### src/sv/sssd_pkg.sv
package sssd_pkg;

    // Operation codes carried by the input transfer
    typedef enum logic [2:0] {
        OP_TICK    = 3'd0,
        OP_SET     = 3'd1,
        OP_ON      = 3'd2,
        OP_OFF     = 3'd3,
        OP_TOGGLE  = 3'd4
    } opcode_t;

    // One input item
    typedef struct packed {
        logic [2:0] opcode;
        logic [7:0] value;
    } item_t;

    // One result item
    typedef struct packed {
        logic [7:0] segment_lines;
        logic [3:0] digit_lines;
        logic [7:0] shown_value;
    } result_t;

    localparam logic [7:0] MAX_VALUE     = 8'd199;
    localparam logic [7:0] HUNDRED       = 8'd100;
    localparam logic [3:0] LAST_DIGIT_ST = 4'd13;
    localparam logic [3:0] FIRST_TENS_ST = 4'd7;
    localparam logic [3:0] HUND_LO_ST    = 4'd14;

    localparam logic [7:0] SEG_BLANK     = 8'hff;
    localparam logic [3:0] DIG_RESET     = 4'b1100;
    localparam logic [3:0] DIG_CATH_MASK = 4'b1100;
    localparam logic [3:0] DIG_ONES      = 4'b1101;
    localparam logic [3:0] DIG_TENS      = 4'b1110;
    localparam logic [3:0] DIG_HUND_LO   = 4'b1010;
    localparam logic [3:0] DIG_HUND_HI   = 4'b0110;

    // Segment pattern for one decimal digit, bit0 a to bit6 g; codes above 9 show 9
    function automatic logic [7:0] seg_pattern(input logic [3:0] digit);
        logic [7:0] pat;
        case (digit)
            4'd0:    pat = 8'h3f;
            4'd1:    pat = 8'h06;
            4'd2:    pat = 8'h5b;
            4'd3:    pat = 8'h4f;
            4'd4:    pat = 8'h66;
            4'd5:    pat = 8'h6d;
            4'd6:    pat = 8'h7d;
            4'd7:    pat = 8'h07;
            4'd8:    pat = 8'h7f;
            default: pat = 8'h6f;
        endcase
        return pat;
    endfunction

endpackage

### src/sv/seven_segment_scan_driver.sv
// Channel | Direction | Handshake          | Payload
// s_      | input     | s_valid / s_ready  | s_opcode[2:0], s_value[7:0]
// m_      | output    | m_valid / m_ready  | m_segment_lines[7:0], m_digit_lines[3:0],
//         |           |                    | m_shown_value[7:0]
//
// One item per cycle sustained while m_ready stays high.
// Each item is applied from the input register straight into the result register.
// Synchronous active-low reset blanks the segments, sets both hundreds cathodes high
// and turns the display off. A stalled result holds the item in the input register,
// and s_ready drops only while both registers are full.
module seven_segment_scan_driver (
    input  logic       aclk,
    input  logic       aresetn,
    input  logic       s_valid,
    output logic       s_ready,
    input  logic [2:0] s_opcode,
    input  logic [7:0] s_value,
    output logic       m_valid,
    input  logic       m_ready,
    output logic [7:0] m_segment_lines,
    output logic [3:0] m_digit_lines,
    output logic [7:0] m_shown_value
);
    import sssd_pkg::*;

    item_t   s_item;
    item_t   item;
    logic    item_valid;
    logic    can_load;
    logic    apply;
    result_t result;
    result_t m_result;

    assign s_item.opcode = s_opcode;
    assign s_item.value  = s_value;

    // Move the held item forward when the result slot is free
    assign apply = item_valid && can_load;

    sssd_in_stage u_in (
        .aclk       (aclk),
        .aresetn    (aresetn),
        .s_valid    (s_valid),
        .s_ready    (s_ready),
        .s_item     (s_item),
        .item_valid (item_valid),
        .item       (item),
        .item_take  (apply)
    );

    sssd_core u_core (
        .aclk    (aclk),
        .aresetn (aresetn),
        .apply   (apply),
        .item    (item),
        .result  (result)
    );

    sssd_out_stage u_out (
        .aclk     (aclk),
        .aresetn  (aresetn),
        .load     (apply),
        .can_load (can_load),
        .result   (result),
        .m_valid  (m_valid),
        .m_ready  (m_ready),
        .m_result (m_result)
    );

    assign m_segment_lines = m_result.segment_lines;
    assign m_digit_lines   = m_result.digit_lines;
    assign m_shown_value   = m_result.shown_value;

endmodule

### src/sv/sssd_in_stage.sv
module sssd_in_stage (
    input  logic           aclk,
    input  logic           aresetn,
    input  logic           s_valid,
    output logic           s_ready,
    input  sssd_pkg::item_t s_item,
    output logic           item_valid,
    output sssd_pkg::item_t item,
    input  logic           item_take
);
    import sssd_pkg::*;

    logic  valid_reg, valid_next;
    item_t item_reg;

    // Accept a new transfer whenever the held item is empty or leaves this cycle
    assign s_ready    = !valid_reg || item_take;
    assign valid_next = (s_valid && s_ready) ? 1'b1 : (item_take ? 1'b0 : valid_reg);

    always_ff @(posedge aclk) begin
        if (!aresetn) begin
            valid_reg <= 1'b0;
        end else begin
            valid_reg <= valid_next;
        end
    end

    // Capture payload on transfer
    always_ff @(posedge aclk) begin
        if (s_valid && s_ready) begin
            item_reg <= s_item;
        end
    end

    assign item_valid = valid_reg;
    assign item       = item_reg;

endmodule

### src/sv/sssd_core.sv
module sssd_core (
    input  logic             aclk,
    input  logic             aresetn,
    input  logic             apply,
    input  sssd_pkg::item_t  item,
    output sssd_pkg::result_t result
);
    import sssd_pkg::*;

    logic [3:0] ones_reg, ones_next;
    logic [3:0] tens_reg, tens_next;
    logic       hund_reg, hund_next;
    logic [7:0] loaded_reg, loaded_next;
    logic [3:0] scan_reg, scan_next;
    logic       enabled_reg, enabled_next;
    logic [7:0] segment_reg, segment_next;
    logic [3:0] digit_reg, digit_next;

    // Value split
    logic [7:0]  sat_val;
    logic        is_hund;
    logic [6:0]  rem_val;
    logic [14:0] tens_prod;
    logic [3:0]  tens_val;
    logic [6:0]  tens_x10;
    logic [3:0]  ones_val;

    // Scan step
    logic       step_tens;
    logic [2:0] bit_idx;
    logic [3:0] step_digit;
    logic [7:0] step_mask;
    logic [7:0] tick_seg;
    logic [3:0] tick_dig;

    // Saturate and split into hundreds flag, tens and ones (reciprocal multiply by 205/2048)
    always_comb begin
        sat_val   = (item.value > MAX_VALUE) ? MAX_VALUE : item.value;
        is_hund   = (sat_val >= HUNDRED);
        rem_val   = is_hund ? 7'(sat_val - HUNDRED) : sat_val[6:0];
        tens_prod = 15'(rem_val) * 15'd205;
        tens_val  = tens_prod[14:11];
        tens_x10  = 7'({tens_val, 3'b000}) + 7'({tens_val, 1'b0});
        ones_val  = 4'(rem_val - tens_x10);
    end

    // Lines for the current scan step
    always_comb begin
        step_tens  = (scan_reg >= FIRST_TENS_ST);
        bit_idx    = step_tens ? 3'(scan_reg - FIRST_TENS_ST) : scan_reg[2:0];
        step_digit = step_tens ? tens_reg : ones_reg;
        step_mask  = 8'd1 << bit_idx;
        if (scan_reg <= LAST_DIGIT_ST) begin
            tick_seg = ~(seg_pattern(step_digit) & step_mask);
            tick_dig = (digit_reg & DIG_CATH_MASK) | (step_tens ? DIG_TENS : DIG_ONES);
        end else begin
            tick_seg = SEG_BLANK;
            if (hund_reg) begin
                tick_dig = (scan_reg == HUND_LO_ST) ? DIG_HUND_LO : DIG_HUND_HI;
            end else begin
                tick_dig = (digit_reg & DIG_CATH_MASK)
                         | ((scan_reg == HUND_LO_ST) ? DIG_HUND_LO : DIG_HUND_HI);
            end
        end
    end

    // Next state per opcode
    always_comb begin
        ones_next    = ones_reg;
        tens_next    = tens_reg;
        hund_next    = hund_reg;
        loaded_next  = loaded_reg;
        scan_next    = scan_reg;
        enabled_next = enabled_reg;
        segment_next = segment_reg;
        digit_next   = digit_reg;
        if (apply) begin
            case (opcode_t'(item.opcode))
                OP_TICK: begin
                    if (enabled_reg) begin
                        segment_next = tick_seg;
                        digit_next   = tick_dig;
                        scan_next    = scan_reg + 4'd1;
                    end
                end
                OP_SET: begin
                    ones_next   = ones_val;
                    tens_next   = tens_val;
                    hund_next   = is_hund;
                    loaded_next = sat_val;
                end
                OP_ON: begin
                    enabled_next = 1'b1;
                end
                OP_OFF: begin
                    digit_next   = digit_reg & DIG_CATH_MASK;
                    segment_next = SEG_BLANK;
                    scan_next    = '0;
                    enabled_next = 1'b0;
                end
                OP_TOGGLE: begin
                    if (enabled_reg) begin
                        digit_next   = digit_reg & DIG_CATH_MASK;
                        segment_next = SEG_BLANK;
                        scan_next    = '0;
                        enabled_next = 1'b0;
                    end else begin
                        enabled_next = 1'b1;
                    end
                end
                default: begin
                end
            endcase
        end
    end

    always_ff @(posedge aclk) begin
        if (!aresetn) begin
            ones_reg    <= '0;
            tens_reg    <= '0;
            hund_reg    <= 1'b0;
            loaded_reg  <= '0;
            scan_reg    <= '0;
            enabled_reg <= 1'b0;
            segment_reg <= SEG_BLANK;
            digit_reg   <= DIG_RESET;
        end else begin
            ones_reg    <= ones_next;
            tens_reg    <= tens_next;
            hund_reg    <= hund_next;
            loaded_reg  <= loaded_next;
            scan_reg    <= scan_next;
            enabled_reg <= enabled_next;
            segment_reg <= segment_next;
            digit_reg   <= digit_next;
        end
    end

    // Result reflects the state after this item
    assign result.segment_lines = segment_next;
    assign result.digit_lines   = digit_next;
    assign result.shown_value   = loaded_next;

endmodule

### src/sv/sssd_out_stage.sv
module sssd_out_stage (
    input  logic              aclk,
    input  logic              aresetn,
    input  logic              load,
    output logic              can_load,
    input  sssd_pkg::result_t result,
    output logic              m_valid,
    input  logic              m_ready,
    output sssd_pkg::result_t m_result
);
    import sssd_pkg::*;

    logic    valid_reg, valid_next;
    result_t result_reg;

    // Slot frees up when empty or when the held result transfers
    assign can_load   = !valid_reg || m_ready;
    assign valid_next = load ? 1'b1 : (m_ready ? 1'b0 : valid_reg);

    always_ff @(posedge aclk) begin
        if (!aresetn) begin
            valid_reg <= 1'b0;
        end else begin
            valid_reg <= valid_next;
        end
    end

    // Hold result until transfer
    always_ff @(posedge aclk) begin
        if (load) begin
            result_reg <= result;
        end
    end

    assign m_valid  = valid_reg;
    assign m_result = result_reg;

endmodule
### config.mk
export PLATFORM = sky130hd
export DESIGN_NAME = seven_segment_scan_driver
export DESIGN_NICKNAME = d
export VERILOG_FILES = /design/src/sv/sssd_pkg.sv /design/src/sv/seven_segment_scan_driver.sv /design/src/sv/sssd_in_stage.sv /design/src/sv/sssd_core.sv /design/src/sv/sssd_out_stage.sv
export SDC_FILE = /design/constraint.sdc
export NUM_CORES = 1
export LEC_CHECK = 0
export BUFFER_PORTS_ARGS = -buffer_cell sky130_fd_sc_hd__buf_2
export CAP_MARGIN = 20
export CELL_PAD_IN_SITES_DETAIL_PLACEMENT = 1
export CELL_PAD_IN_SITES_GLOBAL_PLACEMENT = 1
export CORE_MARGIN = 4
export CORE_UTILIZATION = 25
export DETAILED_ROUTE_END_ITERATION = 8
export PLACE_DENSITY = 0.5
export SLEW_MARGIN = 15
export SYNTH_ARGS = -nofsm -noshare
export SYNTH_HDL_FRONTEND = slang
export SYNTH_HIERARCHICAL = 1
export SYNTH_SLANG_ARGS = --single-unit
### constraint.sdc
create_clock -name aclk -period 10.07 [get_ports aclk]
set_clock_uncertainty 0.05 [all_clocks]
set_input_delay 1.007 -clock aclk [delete_from_list [all_inputs] [get_ports aclk]]
set_output_delay 1.007 -clock aclk [all_outputs]
set_load 0.01 [all_outputs]
### Word level (Yosys, flattened, before mapping)

Memory sizes are Yosys's and may differ from the RTL's.
Cells that the tools add are included.

* bits in registers: 67
* bits in latches: 0
* memory bits (writable): 0
* memory bits (read-only): 112
* output and inout port bits: 22
* logic and storage cells: 81
* memories: 1

Memories
* (name not given): depth 16, bits a word 7, rd ports 1, clocked after memory_dff 0, write ports 0, line sssd_pkg.sv:42 `case (digit)`

* $add $sub $neg: 5
* multiply operators: 1
* div/mod/pow operators: 0
* magnitude comparators: 4
* equality and inequality tests: 7
* shift operators: 1
* multiplexer cells: 29
* bitwise logic cells: 4
* reduce and logical (&&, ||, !) cells: 14

Operators by type and width (number)
* $mux 8: 8
* $mux 4: 8
* $pmux 4 s3: 2
* $pmux 8 s3: 1
* $mul 7x8->15 const B: 1
* $and 8x8->8: 1
* $ge 8x7->1 const B: 1
* $gt 8x8->1 const B: 1
* $not 8->8: 1
* $or 4x4->4: 2
* $shl 1x3->8 const A: 1
* $mux 7: 1
* $sub 7x7->7 const B: 1
* $eq 3x2->1 const B: 2
* $reduce_bool 3->1: 2
* $mux 1: 5
* $add 4x1->4 const B: 1
* $add 4x4->4: 1
* $eq 4x4->1 const B: 1
* $ge 4x3->1 const B: 1
* $le 4x4->1 const B: 1
* $mux 2: 2
* $ne 2x1->1 const B: 2
* $reduce_and 2->1: 2
* other kinds (12): 16

### Longest topological paths before layout

Gate-level depths: netlist of run 1.
An unclocked memory read counts as a cell.

* word-level depth: 10
* gate-level depth with buffers: 23
* gate-level depth less buffers: 21

### Cells and area by module

The synthesis of run 1 kept the hierarchy.

By module, submodules not included
* sssd_core: instances 1, cells each 357, area an instance 2955.3 um^2, sequential area each 680.7 um^2
* sssd_out_stage: instances 1, cells each 24, area an instance 649.4 um^2, sequential area each 620.6 um^2
* sssd_in_stage: instances 1, cells each 16, area an instance 387.9 um^2, sequential area each 350.3 um^2
* seven_segment_scan_driver: instances 1, cells each 1, area an instance 6.3 um^2, sequential area each 0.0 um^2

### Worst setup path before layout of run 1

Ideal clock, no wire load.

* path type: reg-to-reg
* from: reg u_in.item_reg, in the netlist u_in/item[3]
* to: reg u_core.ones_reg[3]
* setup time: 0.116 ns
* arrival: 5.446 ns
* required time: 9.904 ns
* path slack: 4.459 ns
* cell stages (with the launch flop): 23
* path buffers: 1
* period minus slack after synthesis: 5.611 ns
* cells stage by stage: edfxtp_1 -> buf_6 -> or3_2 -> nand2_1 -> mux2_2 -> ha_1 -> ha_1 -> fa_1 -> inv_1 -> fa_1 -> inv_1 -> ha_1 -> a31oi_1 -> o221ai_1 -> and2_1 -> o31a_1 -> nor2_1 -> ha_1 -> and2_1 -> a2111oi_2 -> xnor2_1 -> mux2i_1 -> a31o_1

* longest elaborated chain between the ends: 7
* elaborated cells on any way between the ends: 8

Ends and longest elaborated chain
* from (decl): line sssd_in_stage.sv:14 `item_t item_reg;`
* from (signal assigned): line sssd_in_stage.sv:31 `item_reg <= s_item;`
* $gt 8x8->1: line sssd_core.sv:38 `sat_val = (item.value > MAX_VALUE) ? MAX_VALUE : item.value;`
* $mux 8 (*): line sssd_core.sv:38
* $sub 7x7->7 / $ge 8x7->1 (equally long branches): line sssd_core.sv:40, sssd_core.sv:39
* $mux 7 (*): line sssd_core.sv:40 `rem_val = is_hund ? 7'(sat_val - HUNDRED) : sat_val[6:0];`
* $mul 7x8->15 (*): line sssd_core.sv:41 `tens_prod = 15'(rem_val) * 15'd205;`
* via u_core.tens_prod[12]: line sssd_core.sv:23 `logic [14:0] tens_prod;`
* $add 4x4->4 (*): line sssd_core.sv:43 `tens_x10 = 7'({tens_val, 3'b000}) + 7'({tens_val, 1'b0});`
* $sub 4x4->4 (*): line sssd_core.sv:44 `ones_val = 4'(rem_val - tens_x10);`
* to (signal assigned): line sssd_core.sv:128 `ones_reg <= ones_next;`
* to (decl): line sssd_core.sv:10 `logic [3:0] ones_reg, ones_next;`

The timed path passes the listed nets; every way through them passes the cells marked *.
A chain may end at the register's enable or synchronous reset.

### Worst setup path after layout of run 1

Same ends and word-level chain as after synthesis.

==> results of run 1 <==
Yosys cell counts (all sizes together) (2+ instances only):
| cell type | number | area share |
|---|---|---|
| or3 | 4 | 0.0066 |
| inv | 30 | 0.028 |
| a2111o | 2 | 0.0056 |
| nand2b | 10 | 0.019 |
| nor3 | 2 | 0.0025 |
| dfxtp | 36 | 0.18 |
| nand2 | 46 | 0.043 |
| o211ai | 3 | 0.0056 |
| nand4 | 5 | 0.0078 |
| o31ai | 2 | 0.0050 |
| and2 | 12 | 0.019 |
| nor2b | 5 | 0.0078 |
| nand3 | 10 | 0.013 |
| a21o | 2 | 0.0038 |
| a21oi | 23 | 0.030 |
| and4 | 2 | 0.0044 |
| mux2i | 7 | 0.018 |
| nor3b | 3 | 0.0056 |
| edfxtp | 31 | 0.23 |
| xnor2 | 4 | 0.0088 |
| xor2 | 5 | 0.011 |
| o21ai | 15 | 0.019 |
| ha | 42 | 0.13 |
| or2 | 3 | 0.0047 |
| a31oi | 6 | 0.0094 |
| and3b | 2 | 0.0044 |
| fa | 8 | 0.040 |
| buf | 8 | 0.015 |
| a22o | 5 | 0.011 |
| mux2 | 3 | 0.0084 |
| nor2 | 22 | 0.021 |
| a21boi | 2 | 0.0056 |
| a211oi | 3 | 0.0056 |
| clkbuf | 9 | 0.0084 |
| nand3b | 2 | 0.0038 |
report_power, final:
group	total, uW	switching (uW)	leakage, uW	internal, uW
Combinational	245	139	0.00123	106
Clock	310	115	0.000151	195
Sequential	303	9.13	0.000559	294
per-stage QoR:
step           utilization  power, uW
2_1_floorplan            -        493
3_3_place_gp         0.283        551
3_5_place_dp         0.283        560
4_1_cts              0.303        875
5_1_grt              0.304        928
6_report             0.304        858
cell type report:
cell class                      count  area, um2
Fill cell                        1789      10700
Multi-Input combinational cell    284       2160
Sequential cell                    67       1650
Clock buffer                       13        282
Tap cell                          211        264
Timing Repair Buffer               38        199
Inverter                           30        113
Clock inverter                      3       18.8
cells by family after synthesis:
group / Yosys count / synth area share
AOI/OAI and AO/OA: 79 / 0.138
muxes: 10 / 0.0269
buffers and inverters: 47 / 0.0513
and+or+nand+nor: 136 / 0.180
adders and majority gates: 50 / 0.171
DFF: 67 / 0.413
xor gates and xnor gates: 9 / 0.0197
routing by layer:
metal,global-route usage,vias up,wire (um)
met2,0.187,43,4660
li1,-,1482,-
met5,0,-,0
met1,0.147,1439,4570
met3,0.0294,6,312
met4,0.0266,0,65
worst paths after layout:
| kind | from | to | slack [ns] | depth (start not counted) |
|---|---|---|---|---|
| worst max-delay path | u_in/item[3] | u_core/ones_reg[3] | 3.86 | 21 |
| worst min-delay path | u_core/segment_reg[7] | u_core/segment_reg[7] | 0.38 | 1 |
| worst max register to register | u_in/item[3] | u_core/ones_reg[3] | 3.86 | 21 |
| worst min register to register | u_core/segment_reg[7] | u_core/segment_reg[7] | 0.38 | 1 |
==> flow_summary.yaml, run 1 <==
status:
  status: "completed"
setup_path:
  critPathCaptureType: "flop"
  cp_top_family: "adder cells"
  crit_buf_inv: 2
  worst_path_most_repeated_cell: "ha_1"
  crit_fanout: 10
  critical_path_arrival_ns: 6.38
  crit_type: "reg -> reg"
  crit_chain: "or3_2, nand2_1, mux2_2, ha_1, ha_1, fa_1, inv_1, fa_1, inv_1, ha_1, a31oi_1, o221ai_1, and2_1, o31a_1, nor2_1, ha_1, and2_1, a2111oi_2, xnor2_1, mux2i_1, a31o_1"
  critPathSlowestCell: "or3_2"
  setup.worst_path.start_class: "flop"
  required_ns: 10.24
  max_stage_delay_ns: 0.57
cts:
  cts_root_buf: "clkbuf_16"
  cts_setup_buffers: 0
  post_cts_resize_count: 0
  cts_tree: "done"
  cts_buffers: 9
  clockBufferDepth: 2
  insertion_delay_ns: 0.33
  h-tree-depth: 3
  hold_buffers: 0
  path_clk_slew_ns: 0.06
  clock_sinks: 67
pwr:
  peakVddDrop_mv: 0.0718
  power_density_nw_per_um2: 183
  leakagePower_uw: 0.00194
synth:
  synth_cells: 398
  syn_avg_cell_area_um2: 10.0
  syn-num-nets: 463
  yosys_warnings: 6
  synth_edf_count: 31
  ys_types: 68
  async_reset_ff_frac: 0
  ys_ff_latch: 67
  netlist_area_um2: 4000
  ys.flop_type: "dfxtp_1"
  ys_seq_area_frac: 0.413
floorplanning:
  die-width_um: 134
  die_area_um2: 18100
  initial_core_util: 0.259
  rows: 45
  ios: 37
  core_um2: 15400
  die_y_um: 134
sta:
  tns_ns: 0
  fin_crit_sh: 0.616
  whs_ns: 0.383
  rsz0062_at_grt: "false"
  fin_ws_ns: 3.86
  worst_slew_pin_slew_ns: 0.821
  period_minus_slack_ns: 6.21
  slew_headroom: 0.450
  maxSlewViolCount: 0
  setup_violations: 0
  fmaxAchievable_mhz: 161
  hold_violations: 0
cells_and_area:
  final_common_cell: "nand2_1"
  syn_to_final_growth_pct: 17.1
  nets: 495
  fin_cells: 646
  drive_gt1_frac: 0.163
  final_area_um2: 4680
  layout_common_cells: "46 x nand2_1, 42 x ha_1, 36 x buf_2, 36 x dfxtp_1, 31 x edfxtp_1"
  n_antenna_cell: 0
  largest_register_ffs: 20
global_routing:
  grt_max_degree: 25
  antenna_found_initial: 0
  gr-total-overflow: 0
  grt_use_total: 0.113
  grt_pass1_wl_um: 16200
  first_global_vias: 3063
placed_design:
  place_ws_ns: 3.86
  port_buffers: 36
  dpl-instance-area_um2: 4370
  gp_congestion: 0.738
  dpl.hpwl_um: 7340
  placed_cells: 629
drt:
  routedWlPerCell_um: 14.9
  routed_wl_um: 9610
  route.detailed.drc: 0
  ant_nets: 0
  dr_total_vias: 2970
  routed_via_density: 4.60
  drt_iter0_markers: 119
  dr.pass1.iters: 4
hold_path:
  hold_class: "reg -> reg"
job:
  cap_violations: 0
Power figures use the tool's default switching activity.
==> run 2: changes to the inputs <==
--- a/config.mk
+++ b/config.mk
@@ -12,7 +12,7 @@
 export CORE_MARGIN = 4
 export CORE_UTILIZATION = 25
 export DETAILED_ROUTE_END_ITERATION = 8
-export PLACE_DENSITY = 0.5
+export PLACE_DENSITY = 0.52
 export SLEW_MARGIN = 15
 export SYNTH_ARGS = -nofsm -noshare
 export SYNTH_HDL_FRONTEND = slang
==> constraint.sdc (replaced) <==
create_clock -name aclk -period 5.4 [get_ports aclk]
set_clock_uncertainty 0.05 [all_clocks]
set_input_delay 0.54 -clock aclk [delete_from_list [all_inputs] [get_ports aclk]]
set_output_delay 0.54 -clock aclk [all_outputs]
set_load 0.01 [all_outputs]
==> run 2 against run 1 <==
Sequential power rose by 84%. Utilization rose by 3.1 points. Power rose by 110%. Critical endpoint unchanged. Hold slack got worse by 0.047 ns. Die area did not move.
==> flow_summary.yaml, run 2 (synthesis results as in run 1) <==
placed_design:
  place_ws_ns: -0.186
  port_buffers: 36
  gp_congestion: 0.795
  dpl.hpwl_um: 7580
sta:
  hold_violations: 0
  fmaxAchievable_mhz: 192
  slew_headroom: 0.501
  whs_ns: 0.337
  period_minus_slack_ns: 5.20
  worst_slew_pin_slew_ns: 0.744
  fin_ws_ns: 0.204
  fin_crit_sh: 0.962
  maxSlewViolCount: 0
  setup_violations: 0
drt:
  ant_nets: 0
  dr_total_vias: 3121
  routed_via_density: 4.58
  routed_wl_um: 9830
  drt_iter0_markers: 97
  dr.pass1.iters: 4
  route.detailed.drc: 0
  routedWlPerCell_um: 14.4
cts:
  cts_tree: "done"
  path_clk_slew_ns: 0.05
  clockBufferDepth: 2
  cts_buffers: 9
  cts_root_buf: "clkbuf_16"
  insertion_delay_ns: 0.33
  h-tree-depth: 3
  clock_sinks: 67
cells_and_area:
  drive_gt1_frac: 0.287
  layout_common_cells: "43 x nand2_1, 37 x buf_2, 37 x buf_4, 36 x dfxtp_1, 32 x ha_1"
  n_antenna_cell: 0
  nFillCells: 1789
  final_common_cell: "nand2_1"
  largest_register_ffs: 20
  nets: 531
  syn_to_final_growth_pct: 29.0
global_routing:
  first_global_vias: 3306
  gr-total-overflow: 0
  antenna_found_initial: 0
  grt_pass1_wl_um: 16300
  grt_max_degree: 30
  grt_use_total: 0.112
job:
  cap_violations: 0
floorplanning:
  initial_core_util: 0.259
  die-width_um: 134
  die_area_um2: 18100
  rows: 45
  core_um2: 15400
  ios: 37
  die_y_um: 134
setup_path:
  critPathSlowestCell: "fa_1"
  r2r_slack_ns: 0.20
  reg2reg_to: "u_core/ones_reg[3]"
  crit_chain: "buf_4, buf_4, o311a_1, nor2_2, inv_1, buf_4, fa_1, ha_1, inv_1, fa_1, inv_1, ha_1, nand4_1, o221ai_2, and2_4, o31a_1, nor2_2, ha_4, and2_4, a2111oi_4, xnor2_1, mux2i_1, a31o_1"
  critical_path_arrival_ns: 5.36
  worstReg2RegStart: "u_in/item[5]"
  crit_buf_inv: 6
  critPathCaptureType: "flop"
  required_ns: 5.57
  setup.worst_path.start_class: "flop"
  cp_top_family: "adder cells"
  crit_fanout: 4
  crit_type: "reg -> reg"
  rr_worst_depth: 23
  max_stage_delay_ns: 0.49
status:
  status: "completed"
pwr:
  power_density_nw_per_um2: 351
  leakagePower_uw: 0.00212
  peakVddDrop_mv: 0.190
  power.total_uw: 1810
hold_path:
  hold_depth: 1
  hold_start: "s_value[5]"
  hold_class: "in -> reg"
  holdPathEnd: "u_in/item[5]"
run 2: how the worst max path moves through the flow:
stage / from / to / slack [ns] / cells past startpoint
2_1_floorplan: u_in/item[3] / u_core/ones_reg[3] / 0.009 / 22
3_3_place_gp: u_in/item[3] / u_core/ones_reg[3] / 0.02 / 21
3_5_place_dp: u_in/item[3] / u_core/ones_reg[3] / -0.19 / 21
4_1_cts: u_in/item[3] / u_core/ones_reg[3] / 0.0001 / 21
5_1_grt: u_in/item[5] / u_core/ones_reg[3] / -0.08 / 22
6_report: u_in/item[5] / u_core/ones_reg[3] / 0.20 / 23
run 2: repair_timing:
item / CTS / global route
hold buffers: 0 / 0
setup endpoints to repair: 1 / 2
pin swaps: 6 / 15
gates resized for setup: 13 / 25
gates cloned: 0 / 0
setup buffers: 6 / 8
run 2: through the flow:
step | instance area, um2 | TNS [ns] | instances | util
2_1_floorplan | 4010 | 0 | 398 | -
3_3_place_gp | 4560 | 0 | 652 | 0.295
3_5_place_dp | 4560 | -0.186 | 652 | 0.295
4_1_cts | 4940 | 0 | 673 | 0.320
5_1_grt | 5160 | -0.0792 | 681 | 0.334
6_report | 5160 | 0 | 681 | 0.334
run 2: power breakdown:
group          switching (uW)  internal, uW
Clock                     198           351
Combinational             341           360
Sequential               11.0           548
Total                     550          1260
run 2: cell type report:
cell class                 count  area, um2  share of cell area
timing repair buffer          74        463              0.0897
multi-input combinational    284       2390               0.464
tap                          211        264              0.0512
inverter                      30        113              0.0218
clock inverter                 4       42.5             0.00825
clock buffer                  11        233              0.0451
sequential                    67       1650               0.320
run 2: per-layer routing:
metal,vias to the layer above,GRT usage,share of wire
met5,-,0,0
met4,0,0.0283,0.012
met3,12,0.0276,0.030
met2,41,0.194,0.50
met1,1518,0.141,0.45
li1,1550,-,-
